## src/rtl/core/baro_pressure_temp_compensation_assert.svh

```systemverilog
// assertion helpers for the rtl
`ifndef BARO_PRESSURE_TEMP_COMPENSATION_ASSERT_SVH
`define BARO_PRESSURE_TEMP_COMPENSATION_ASSERT_SVH

// condition must hold at every clock outside reset
`define BPT_ASSERT_ALWAYS(lbl, clk, rst, cond) \
   lbl: assert property (@(posedge clk) disable iff (rst) (cond)) \
      else $error("assertion failed");

// antecedent in one cycle implies consequent in the next
`define BPT_ASSERT_NEXT(lbl, clk, rst, ante, cons) \
   lbl: assert property (@(posedge clk) disable iff (rst) (ante) |=> (cons)) \
      else $error("assertion failed");

`endif

```

## src/rtl/core/bpt_pkg.sv

```systemverilog
`default_nettype none
package bpt_pkg;

   localparam int DIV_BITS = 32;

   typedef enum logic [1:0] {
      CSR_COEFF_A,
      CSR_COEFF_B,
      CSR_COEFF_C,
      CSR_OVERSAMPLING
   } bpt_csr_type;

   // unpacked calibration set, raw 16-bit coefficient fields and the 2-bit oss
   typedef struct packed {
      logic [15:0] ac1;
      logic [15:0] ac2;
      logic [15:0] ac3;
      logic [15:0] ac4;
      logic [15:0] ac5;
      logic [15:0] ac6;
      logic [15:0] b1;
      logic [15:0] b2;
      logic [15:0] mc;
      logic [15:0] md;
      logic [1:0]  oss;
   } bpt_coeff_type;

   // what the front hands to the back through the queue
   typedef struct packed {
      logic [31:0] x1;
      logic [23:0] up;
   } bpt_item_type;

   localparam logic [31:0] B6_OFFSET  = 32'd4000;
   localparam logic [31:0] K_SQUARE   = 32'd3038;
   localparam logic [31:0] K_LINEAR   = 32'hFFFF_E343; // -7357
   localparam logic [31:0] K_OFFSET   = 32'd3791;
   localparam logic [31:0] K_B7_SCALE = 32'd50000;
   localparam logic [31:0] K_B4_BIAS  = 32'd32768;
   localparam logic [31:0] SIGN_BIT32 = 32'h8000_0000;

   function automatic logic [31:0] sext16(input logic [15:0] v);
      return {{16{v[15]}}, v};
   endfunction

   function automatic logic [31:0] asr32(input logic [31:0] v, input logic [4:0] sh);
      return $unsigned($signed(v) >>> sh);
   endfunction

   function automatic logic [15:0] sat_temp(input logic [31:0] v);
      logic [15:0] r;
      if ($signed(v) > $signed(32'sd32767)) r = 16'h7FFF;
      else if ($signed(v) < $signed(-32'sd32768)) r = 16'h8000;
      else r = v[15:0];
      return r;
   endfunction

   function automatic logic [20:0] sat_press(input logic [31:0] v);
      logic [20:0] r;
      if ($signed(v) > $signed(32'sd1048575)) r = 21'h0F_FFFF;
      else if ($signed(v) < $signed(-32'sd1048576)) r = 21'h10_0000;
      else r = v[20:0];
      return r;
   endfunction

endpackage
`default_nettype wire

```

## src/rtl/core/bpt_queue.sv

```systemverilog
`default_nettype none
module bpt_queue #(
   parameter int DEPTH = 4
) (
   input  wire logic                 clock,
   input  wire logic                 reset,
   input  wire logic                 push_valid,
   output logic                      push_ready,
   input  wire bpt_pkg::bpt_item_type push_item,
   output logic                      pop_valid,
   input  wire logic                 pop_ready,
   output bpt_pkg::bpt_item_type     pop_item
);
   import bpt_pkg::*;

   localparam int PTR_W = (DEPTH > 1) ? $clog2(DEPTH) : 1;
   localparam int CNT_W = $clog2(DEPTH + 1);
   localparam logic [PTR_W-1:0] LAST = PTR_W'(DEPTH - 1);
   localparam logic [CNT_W-1:0] FULL = CNT_W'(DEPTH);

   bpt_item_type     mem [0:DEPTH-1];
   logic [PTR_W-1:0] wr_ptr_ff, wr_ptr_in, rd_ptr_ff, rd_ptr_in;
   logic [CNT_W-1:0] count_ff, count_in;
   logic             push, pop;

   assign push_ready = count_ff != FULL;
   assign pop_valid  = count_ff != '0;
   assign push       = push_valid && push_ready;
   assign pop        = pop_valid && pop_ready;
   assign pop_item   = mem[rd_ptr_ff];

   always_comb begin
      wr_ptr_in = wr_ptr_ff;
      rd_ptr_in = rd_ptr_ff;
      count_in  = count_ff;
      if (push) wr_ptr_in = (wr_ptr_ff == LAST) ? '0 : wr_ptr_ff + 1'b1;
      if (pop)  rd_ptr_in = (rd_ptr_ff == LAST) ? '0 : rd_ptr_ff + 1'b1;
      if (push && !pop) count_in = count_ff + 1'b1;
      else if (pop && !push) count_in = count_ff - 1'b1;
   end

   always_ff @(posedge clock) begin
      if (reset) begin
         wr_ptr_ff <= '0;
         rd_ptr_ff <= '0;
         count_ff  <= '0;
      end else begin
         wr_ptr_ff <= wr_ptr_in;
         rd_ptr_ff <= rd_ptr_in;
         count_ff  <= count_in;
      end
   end

   always_ff @(posedge clock) begin
      if (push) begin
         mem[wr_ptr_ff] <= push_item;
      end
   end

`include "baro_pressure_temp_compensation_assert.svh"
   `BPT_ASSERT_ALWAYS(a_count_bound, clock, reset, count_ff <= FULL)
   `BPT_ASSERT_NEXT(a_count_up, clock, reset, push && !pop, count_ff == $past(count_ff) + 1'b1)
   `BPT_ASSERT_NEXT(a_count_down, clock, reset, pop && !push, count_ff == $past(count_ff) - 1'b1)
endmodule
`default_nettype wire

```

## config.mk

```make
export PLATFORM = sky130hd
export DESIGN_NAME = bpt_queue
export DESIGN_NICKNAME = d
export VERILOG_FILES = /design/src/rtl/core/bpt_pkg.sv /design/src/rtl/core/bpt_queue.sv
export VERILOG_INCLUDE_DIRS = /design/src /design/src/rtl/core
export SDC_FILE = /design/constraint.sdc
export NUM_CORES = 1
export LEC_CHECK = 0
export ABC_AREA = 1
export BUFFER_PORTS_ARGS = -buffer_cell sky130_fd_sc_hd__buf_2
export CORE_MARGIN = 10
export CORE_UTILIZATION = 25
export CTS_CLUSTER_SIZE = 30
export DETAILED_ROUTE_END_ITERATION = 6
export PLACE_DENSITY = 0.44
export SETUP_SLACK_MARGIN = 0.4
export SYNTH_ARGS = -nofsm -noshare
export SYNTH_HDL_FRONTEND = slang
export SYNTH_SLANG_ARGS = --single-unit
```

## constraint.sdc

```tcl
create_clock -name clock -period 9 [get_ports clock]
set_input_delay 1.8 -clock clock [delete_from_list [all_inputs] [get_ports clock]]
set_output_delay 1.8 -clock clock [all_outputs]
set_load 0.01 [all_outputs]
```

==> run metrics <==
post-layout minimum cycle time 4690 ps; Placer Congestion 0.674; Max Slew Vio Count 0; # hold bufs at CTS 0; fmax 213 MHz; Cells after Synth about 600; CP Class flop to primary output; Starting Density between 20% and 30%; Worst setup EP type primary output; Pleak 0.00372 uW; Syn. warnings 0; Yosys cell types 27; FF/Latch Area ~6900 sq um; Filler Cell Count between 3000 and 4000; clk slew on worst S/H paths about 60 ps; predominant post-synthesis flop cell edfxtp_1; Area contributors post-synth edfxtp_1 74%, o21ai_0 4.6%, nor2_1 4.2%, o22ai_2 2.7%, nor2_4 2.5%; Layout Skew 10.0 ps; vias in the first global route roughly 5400; RSZ-0062 raised after global routing false; CP arrival around 2900 ps; synth-to-layout area growth 19.6%; worst hold path type flop to flop; share of layout cells above drive strength 1 just under 30%; Synth Cell Area about 9100 sq um; IO buf count 117; core region area about 36000 sq um; setup_tns 0 ps; Least-Margin Pin Slew 960 ps; routed len/inst approximately 18 um; die area between 40000 and 50000 sq um; DRC viols 0; drt first pass iters 5; Seq/Total Area, Yosys approximately 76%; multi-input logic area just under 2000 sq um; outcome finished, final reports clean; initial antenna violation count 2; cell total after placement between 1000 and 1500; Non-Filler Instances roughly 1200; DRT iter0 DRCs around 210; Post-CTS Setup Repair Bufs 0; Inserted Diodes 0; GRT Resource Usage Total 9.59%; GRT overflow 0; syn_area_per_cell 14.9 sq um; Yosys reg bits approximately 230; Post-synth EDFFs between 200 and 250; Vias ~5200; largest net degree at the start of global routing 69; # setup viols final 0; Critical Path Fanout Max 63; worst vdd ir approximately 210 uV; asr flop ratio synth 0%; Max clock buf depth 3; Final ANT Viol Nets 0; post-detailed-placement half-perimeter wirelength around 12000 um; type of origin of the critical path flop; final worst path period share 52.1%; CTS tree built; syn nets roughly 680; Ports 118; post_cts resized 0; final WL 21700 um; Horiz. Die Dim 211 um; FP Rows 69; first-pass GRT wire length between 30000 and 40000 um; clk root buf clkbuf_16; Max transition margin 36.0%; vias per cell about 4.3; fin util 30.4%; Sink Count between 200 and 250; Synth top area share between 70% and 80%; Fin. Hold Viols 0; Die Span Y 211 um; maximum capacitance violations 0; CP required 7200 ps; post-synth top area cell edfxtp_1; CTS HTree Levels 1; most frequent cells in the layout 224 x edfxtp_1, 117 x buf_2, 99 x nor2_1, 83 x o21ai_0, 36 x o22ai_1; commonest non-fill, non-tap cell in the layout edfxtp_1; TritonCTS buffer count 27; Cell Pwr Density approximately 300 nW/um^2; Layout Nets approximately 800; clk_lat worst skew 520 ps
==> power by group <==
group	internal (uW)	total, uW	leakage, uW	switching (uW)
clock	572	976	0.000385	403
combinational	301	908	0.00121	607
sequential	1330	1380	0.00213	51.1
==> per-stage QoR <==
step | total power [uW] | hold slack, ps | cell area, sq um | setup slack (ps)
after floorplan | 2000 | 483 | 9120 | 4240
after global placement | 2350 | 508 | 10100 | 4780
after detailed placement | 2350 | 512 | 10100 | 4750
after CTS | 3350 | 519 | 10900 | 4180
after global routing | 3470 | 571 | 10900 | 4010
final | 3260 | 516 | 10900 | 4310
==> worst paths after layout <==
| kind | start | endpoint | slack, ps | cells past startpoint |
|---|---|---|---|---|
| hold / removal | rd_ptr_ff[1] | flop | 520 | 2 |
| setup reg to reg | count_ff[0] | mem[0][30] | 6730 | 5 |
| hold reg to reg | rd_ptr_ff[1] | flop | 520 | 2 |
| setup / recovery | flop | pop_item[4] | 4310 | 5 |
==> cell families after synthesis <==
logic type,share of synthesized area [%]
simple gates,7.98
compound gates,11.7
fa+ha+maj,1.04
xor+xnor,0.0960
flops,75.7
buf+inv,3.50
==> cells in the mapped netlist, types with 2 or more instances <==
cell type	number
dfxtp_1	9
ha_1	6
o21ai_2	4
nor2_4	20
nor2_1	103
nor2_2	6
o21ai_0	83
clkbuf_1	15
buf_12	3
o21ai_1	26
inv_1	14
edfxtp_1	224
nand2_1	14
a21oi_1	2
o22ai_2	20
o22ai_1	36
buf_2	10
nand3b_1	2
buf_6	6
==> critical path: stages (launching register included) <==
cell and delay, ps:
dfxtp_4 490, inv_6 470, buf_4 770, o21ai_0 200, o22ai_2 160, buf_2 160
==> layout make-up <==
type	count	area share (%)
sequential	233	63.4
multi-input combinational	326	17.7
clock buffer	33	6.40
timing repair buffer	125	5.92
tap	461	5.29
clock inverter	11	0.768
inverter	16	0.596
==> flip-flops by register name (all words and copies together) (netlist names), named ones only <==
register,count
wr_ptr_ff,2
rd_ptr_ff,2
count_ff,3
mem,224
==> routing by layer <==
layer / global-route usage [%] / share of wire (%)
met5: 0 / 0.12
met4: 2.80 / 2.6
met3: 2.42 / 4.7
met2: 16.1 / 48
met1: 11.9 / 44
(Power assumes the default switching activity.)
