## src/rtl/core/baro_pressure_temp_compensation_assert.svh

```systemverilog
// assertion helpers for the rtl
`ifndef BARO_PRESSURE_TEMP_COMPENSATION_ASSERT_SVH
`define BARO_PRESSURE_TEMP_COMPENSATION_ASSERT_SVH

// condition must hold at every clock outside reset
`define BPT_ASSERT_ALWAYS(lbl, clk, rst, cond) \
   lbl: assert property (@(posedge clk) disable iff (rst) (cond)) \
      else $error("assertion failed");

// antecedent in one cycle implies consequent in the next
`define BPT_ASSERT_NEXT(lbl, clk, rst, ante, cons) \
   lbl: assert property (@(posedge clk) disable iff (rst) (ante) |=> (cons)) \
      else $error("assertion failed");

`endif

```

## src/rtl/core/bpt_pkg.sv

```systemverilog
`default_nettype none
package bpt_pkg;

   localparam int DIV_BITS = 32;

   typedef enum logic [1:0] {
      CSR_COEFF_A,
      CSR_COEFF_B,
      CSR_COEFF_C,
      CSR_OVERSAMPLING
   } bpt_csr_type;

   // unpacked calibration set, raw 16-bit coefficient fields and the 2-bit oss
   typedef struct packed {
      logic [15:0] ac1;
      logic [15:0] ac2;
      logic [15:0] ac3;
      logic [15:0] ac4;
      logic [15:0] ac5;
      logic [15:0] ac6;
      logic [15:0] b1;
      logic [15:0] b2;
      logic [15:0] mc;
      logic [15:0] md;
      logic [1:0]  oss;
   } bpt_coeff_type;

   // what the front hands to the back through the queue
   typedef struct packed {
      logic [31:0] x1;
      logic [23:0] up;
   } bpt_item_type;

   localparam logic [31:0] B6_OFFSET  = 32'd4000;
   localparam logic [31:0] K_SQUARE   = 32'd3038;
   localparam logic [31:0] K_LINEAR   = 32'hFFFF_E343; // -7357
   localparam logic [31:0] K_OFFSET   = 32'd3791;
   localparam logic [31:0] K_B7_SCALE = 32'd50000;
   localparam logic [31:0] K_B4_BIAS  = 32'd32768;
   localparam logic [31:0] SIGN_BIT32 = 32'h8000_0000;

   function automatic logic [31:0] sext16(input logic [15:0] v);
      return {{16{v[15]}}, v};
   endfunction

   function automatic logic [31:0] asr32(input logic [31:0] v, input logic [4:0] sh);
      return $unsigned($signed(v) >>> sh);
   endfunction

   function automatic logic [15:0] sat_temp(input logic [31:0] v);
      logic [15:0] r;
      if ($signed(v) > $signed(32'sd32767)) r = 16'h7FFF;
      else if ($signed(v) < $signed(-32'sd32768)) r = 16'h8000;
      else r = v[15:0];
      return r;
   endfunction

   function automatic logic [20:0] sat_press(input logic [31:0] v);
      logic [20:0] r;
      if ($signed(v) > $signed(32'sd1048575)) r = 21'h0F_FFFF;
      else if ($signed(v) < $signed(-32'sd1048576)) r = 21'h10_0000;
      else r = v[20:0];
      return r;
   endfunction

endpackage
`default_nettype wire

```

## src/rtl/core/bpt_front.sv

```systemverilog
`default_nettype none
module bpt_front (
   input  wire logic                  clock,
   input  wire logic                  reset,
   input  wire bpt_pkg::bpt_coeff_type coeff,
   input  wire logic                  req_valid,
   output logic                       req_ready,
   input  wire logic [15:0]           req_raw_temperature,
   input  wire logic [23:0]           req_raw_pressure_bytes,
   output logic                       push_valid,
   input  wire logic                  push_ready,
   output bpt_pkg::bpt_item_type      push_item
);
   import bpt_pkg::*;

   logic         valid_ff, valid_in;
   bpt_item_type item_ff, item_in;
   logic [31:0]  diff;
   logic [31:0]  prod;
   logic         take;

   assign req_ready  = !valid_ff || push_ready;
   assign take       = req_valid && req_ready;
   assign push_valid = valid_ff;
   assign push_item  = item_ff;

   always_comb begin
      diff       = {16'd0, req_raw_temperature} - {16'd0, coeff.ac6};
      prod       = diff * {16'd0, coeff.ac5};
      item_in.x1 = asr32(prod, 5'd15);
      item_in.up = req_raw_pressure_bytes >> (4'd8 - {2'b00, coeff.oss});
      valid_in   = take || (valid_ff && !push_ready);
   end

   always_ff @(posedge clock) begin
      if (reset) begin
         valid_ff <= 1'b0;
      end else begin
         valid_ff <= valid_in;
      end
   end

   always_ff @(posedge clock) begin
      if (take) begin
         item_ff <= item_in;
      end
   end
endmodule
`default_nettype wire

```

## config.mk

```make
export PLATFORM = sky130hd
export DESIGN_NAME = bpt_front
export DESIGN_NICKNAME = d
export VERILOG_FILES = /design/src/rtl/core/baro_pressure_temp_compensation_assert.svh /design/src/rtl/core/bpt_pkg.sv /design/src/rtl/core/bpt_front.sv
export SDC_FILE = /design/constraint.sdc
export NUM_CORES = 1
export LEC_CHECK = 0
export ABC_CLOCK_PERIOD_IN_PS = 10700
export BUFFER_PORTS_ARGS = -buffer_cell sky130_fd_sc_hd__buf_4
export CAP_MARGIN = 20
export CORE_ASPECT_RATIO = 1.75
export CORE_MARGIN = 2
export CORE_UTILIZATION = 59
export DETAILED_ROUTE_END_ITERATION = 16
export PLACE_DENSITY = 0.86
export SETUP_SLACK_MARGIN = 0.5
export SYNTH_ARGS = -nofsm -noshare
export SYNTH_HDL_FRONTEND = slang
export SYNTH_SLANG_ARGS = --single-unit
export TNS_END_PERCENT = 30
```

## constraint.sdc

```tcl
create_clock -name clock -period 10.7 [get_ports clock]
set_clock_uncertainty 0.05 [all_clocks]
set_input_delay 2.14 -clock clock [delete_from_list [all_inputs] [get_ports clock]]
set_output_delay 2.14 -clock clock [all_outputs]
set_load 0.03 [all_outputs]
```

==> flow_summary.html <==
<table>
<tr><th>Metric</th><th>Value</th></tr>
<tr><th colspan="2">Synth</th></tr>
<tr><td>Adder-Cell Fraction of Synth Area</td><td>47.6%</td></tr>
<tr><td>Mean instance size in the synthesized netlist</td><td>8.95 sq um</td></tr>
<tr><td>Post-synthesis mux area share</td><td>3.69%</td></tr>
<tr><td>Post-synth top area share</td><td>38.6%</td></tr>
<tr><td>Parity-gate share of the synthesized area counting xor and xnor cells</td><td>under 10%</td></tr>
<tr><td>Cell taking the most area after synthesis</td><td>sky130_fd_sc_hd__fa_1</td></tr>
<tr><td>Ranking of synthesized cells by instance count</td><td>340 x sky130_fd_sc_hd__inv_1, 262 x sky130_fd_sc_hd__fa_1, 183 x sky130_fd_sc_hd__nand2_1, 98 x sky130_fd_sc_hd__ha_1, 95 x sky130_fd_sc_hd__and2_1</td></tr>
<tr><td>Sequential share of the synthesized area</td><td>under 10%</td></tr>
<tr><td>EDFF count, synth</td><td>41</td></tr>
<tr><td>Number of unique standard cell types used by synthesis</td><td>63</td></tr>
<tr><td>Top flip-flop cell by instance count after synthesis</td><td>sky130_fd_sc_hd__edfxtp_1</td></tr>
<tr><td>Cell with the most instances after synthesis</td><td>sky130_fd_sc_hd__inv_1</td></tr>
<tr><td>Warning count from the yosys run</td><td>0</td></tr>
<tr><td>Share of synthesized registers carrying an async set or reset</td><td>0%</td></tr>
<tr><td>Compound-cell area share of the yosys netlist</td><td>8.45%</td></tr>
<tr><td>Simple-gate portion of the synthesized area</td><td>15.5%</td></tr>
<tr><td>Cell area after technology mapping</td><td>13,600 sq um</td></tr>
<tr><td>Largest family of logic cells by synthesized area</td><td>adder cells</td></tr>
<tr><td>Post-Synthesis Cells</td><td>1,518</td></tr>
<tr><td>#FFs+latches synth</td><td>42</td></tr>
<tr><td>Main area contributors after synthesis</td><td>sky130_fd_sc_hd__fa_1 39%, sky130_fd_sc_hd__inv_1 9.4%, sky130_fd_sc_hd__edfxtp_1 9.1%</td></tr>
<tr><th colspan="2">Floorplanning</th></tr>
<tr><td>Die footprint</td><td>24,300 sq um</td></tr>
<tr><td>Die width</td><td>between 100 and 150 um</td></tr>
<tr><td>Core footprint</td><td>22,700 sq um</td></tr>
<tr><td>Die H</td><td>~200 um</td></tr>
<tr><td>Effective utilization at floorplan</td><td>60.0%</td></tr>
<tr><td>Row Count</td><td>73</td></tr>
<tr><td>Ports</td><td>264</td></tr>
<tr><th colspan="2">Placed design</th></tr>
<tr><td>Final HPWL DP</td><td>26,500 um</td></tr>
<tr><td>Routability congestion estimate</td><td>0.888</td></tr>
<tr><td>Port-buffer cells</td><td>around 130</td></tr>
<tr><td>Post-placement cell count</td><td>1,880</td></tr>
<tr><th colspan="2">Clocking</th></tr>
<tr><td>CTS tree</td><td>done</td></tr>
<tr><td>Clock-pin slew on the worst setup and hold paths</td><td>70 ps</td></tr>
<tr><td>Clock latency at the later pin of the worst-skew pair</td><td>280 ps</td></tr>
<tr><td>CTS sink count</td><td>42</td></tr>
<tr><td>Maximum clock insertion buffer count</td><td>2</td></tr>
<tr><td>Number of clock buffers inserted by TritonCTS</td><td>5</td></tr>
<tr><td>H-tree depth</td><td>2</td></tr>
<tr><td>Library cell used as clock root buffer</td><td>sky130_fd_sc_hd__clkbuf_16</td></tr>
<tr><th colspan="2">Global route</th></tr>
<tr><td>Maximum number of pins on one net before global-route repair</td><td>between 40 and 50</td></tr>
<tr><td>Global-route usage over all layers</td><td>between 20% and 30%</td></tr>
<tr><td>Overflow left after global routing</td><td>0</td></tr>
<tr><td>Number of global-route vias before repair</td><td>approximately 12,000</td></tr>
<tr><td>Number of antenna violations at the first check in global routing</td><td>0</td></tr>
<tr><td>First-pass GRT wire length</td><td>54,600 um</td></tr>
<tr><th colspan="2">STA</th></tr>
<tr><td>RSZ-0062 raised after global routing</td><td>false</td></tr>
<tr><td>Count of final max-slew check failures</td><td>0</td></tr>
<tr><td>Hold WS</td><td>472 ps</td></tr>
<tr><td>Final critical-path share of the clock period</td><td>91.9%</td></tr>
<tr><td>Accumulated negative setup slack</td><td>0 ps</td></tr>
<tr><td>Maximum clock frequency</td><td>102 MHz</td></tr>
<tr><td>Tightest slew margin relative to the limit</td><td>approximately 33%</td></tr>
<tr><td>Final-report hold violation count</td><td>0</td></tr>
<tr><td>Pin slew with the least headroom to its limit</td><td>999 ps</td></tr>
<tr><td>Final min period</td><td>between 9000 and 10,000 ps</td></tr>
<tr><td>Number of failing setup endpoints in the final timing report</td><td>0</td></tr>
<tr><th colspan="2">Layout</th></tr>
<tr><td>Ant. Diodes</td><td>0</td></tr>
<tr><td>Number of standard cells in the layout, taps in and fillers out</td><td>between 1,500 and 2,000</td></tr>
<tr><td>Util after Layout</td><td>65.7%</td></tr>
<tr><td>Post-layout net count</td><td>2,154</td></tr>
<tr><td>Area growth from synthesis to layout</td><td>9.51%</td></tr>
<tr><td>Fraction of layout instances using a drive strength above 1</td><td>between 10% and 20%</td></tr>
<tr><th colspan="2">Worst setup path</th></tr>
<tr><td>Crit path max-delay cell type</td><td>sky130_fd_sc_hd__a21boi_2</td></tr>
<tr><td>CP max FO</td><td>14</td></tr>
<tr><td>Crit. path cell count</td><td>27</td></tr>
<tr><td>Signal arrival time at the worst endpoint</td><td>approximately 9800 ps</td></tr>
<tr><td>Startpoint of the most critical register-to-register path</td><td>push_valid</td></tr>
<tr><td>Worst reg-to-reg setup slack</td><td>9020 ps</td></tr>
<tr><td>WP buf/inv</td><td>3</td></tr>
<tr><td>Family with the most delay on the worst path</td><td>adder cells</td></tr>
<tr><td>Nature of the critical path endpoint</td><td>flip-flop</td></tr>
<tr><td>Worst r2r dst</td><td>push_item[4]</td></tr>
<tr><td>Worst endpoint required time</td><td>10,680 ps</td></tr>
<tr><td>CP Launch Type</td><td>input pin</td></tr>
<tr><td>Critical path launch point</td><td>req_raw_temperature[0]</td></tr>
<tr><td>Worst path max stage delay</td><td>580 ps</td></tr>
<tr><td>Library cell appearing most often on the critical path</td><td>sky130_fd_sc_hd__fa_1</td></tr>
<tr><td>Crit path capture</td><td>push_item[40]</td></tr>
<tr><td>FF-to-FF path depth</td><td>2</td></tr>
<tr><td>Type of the worst setup path</td><td>in -&gt; reg</td></tr>
<tr><th colspan="2">Detailed routing</th></tr>
<tr><td>Total wire length after detailed routing</td><td>33,000 um</td></tr>
<tr><td>Number of DRC markers in iteration 0</td><td>about 740</td></tr>
<tr><td>Total via count in the routed design</td><td>10,700</td></tr>
<tr><td>Drt first pass iters</td><td>6</td></tr>
<tr><td>Mean routed wirelength per cell</td><td>17.5 um</td></tr>
<tr><td>DRC Markers</td><td>0</td></tr>
<tr><td>Via/cell ratio</td><td>5.67</td></tr>
<tr><td>Antenna viol nets, final</td><td>0</td></tr>
<tr><th colspan="2">Status</th></tr>
<tr><td>Run status</td><td>completed</td></tr>
<tr><th colspan="2">Hold path</th></tr>
<tr><td>Worst hold path type</td><td>reg -&gt; reg</td></tr>
<tr><td>Cell depth of the worst min-delay path</td><td>2</td></tr>
<tr><th colspan="2">Flow run</th></tr>
<tr><td>Max-capacitance violation count</td><td>0</td></tr>
</table>
## worst min-delay path: cells and delay by family, from the launching register on
family / cells / cell delay [ps]
AO/OA/AOI/OAI: 1 / 70
flip-flops: 1 / 310
AND/OR/NAND/NOR: 1 / 100
## worst min path at each step
stage	slack, ps	start	end
after global placement	440	push_valid	push_valid
after global routing	520	push_valid	push_valid
final	470	push_valid	push_valid
after detailed placement	460	push_valid	push_valid
after floorplan	810	push_valid	push_valid
after CTS	470	push_valid	push_valid
## cell families after synthesis
| logic type | count (synthesis) |
|---|---|
| AO/OA/AOI/OAI | 164 |
| XOR/XNOR | 44 |
| adder cells (fa/ha/maj) | 360 |
| buffers and inverters | 435 |
| flip-flops | 42 |
| multiplexers | 44 |
| other | 1 |
| AND/OR/NAND/NOR | 428 |
## flip-flops by register name (all words and copies together) (netlist names)
| name | count |
|---|---|
| push_item | 41 |
| push_valid | 1 |
## layout make-up
type | instances | area, sq um
fill | 1826 | 7770
clock buffer | 6 | 129
clock inverter | 2 | 13.8
multi-input combinational | 1044 | 10700
tap | 300 | 375
inverter | 342 | 1280
timing repair buffer | 153 | 1160
sequential | 42 | 1250
## layout by cell type, fill, tap and decap left out, drive strengths merged, types with 4 or more instances in the layout
cell type    n
o311ai       6
a211oi       6
nand3       14
fa         262
and2        95
o21ai       37
nor2        39
or3          4
nand2      183
and3         9
a21oi       49
edfxtp      41
xnor2       31
o211ai      24
conb         4
mux2i       22
a21boi       4
nor3         5
mux2        19
nor2b       39
o21a         5
xor2        12
o311a       10
clkbuf       6
ha          98
nand2b      31
inv        341
or2          4
buf        153
## metrics by stage
stage	worst slack, ps	area [sq um]
after CTS	696	14800
after global placement	525	14700
after floorplan	1340	13600
after global routing	446	14900
final	866	14900
after detailed placement	418	14700
## metal layers
layer,global-route usage (%),wire length [um]
met3,3.81,2020
met2,52.2,17600
met5,0,0
met4,16.2,2240
met1,30.8,11100
## timing repair
action / in CTS / in global routing
resized for setup: 0 / 7
hold buffers: 0 / 0
setup endpoints to repair: 0 / 4
buffers inserted: 0 / 0
endpoints found under the hold margin: 0 / 0
Power is not shown: default switching activity piles up to over one toggle a cycle in this logic, so the estimate is an artifact.
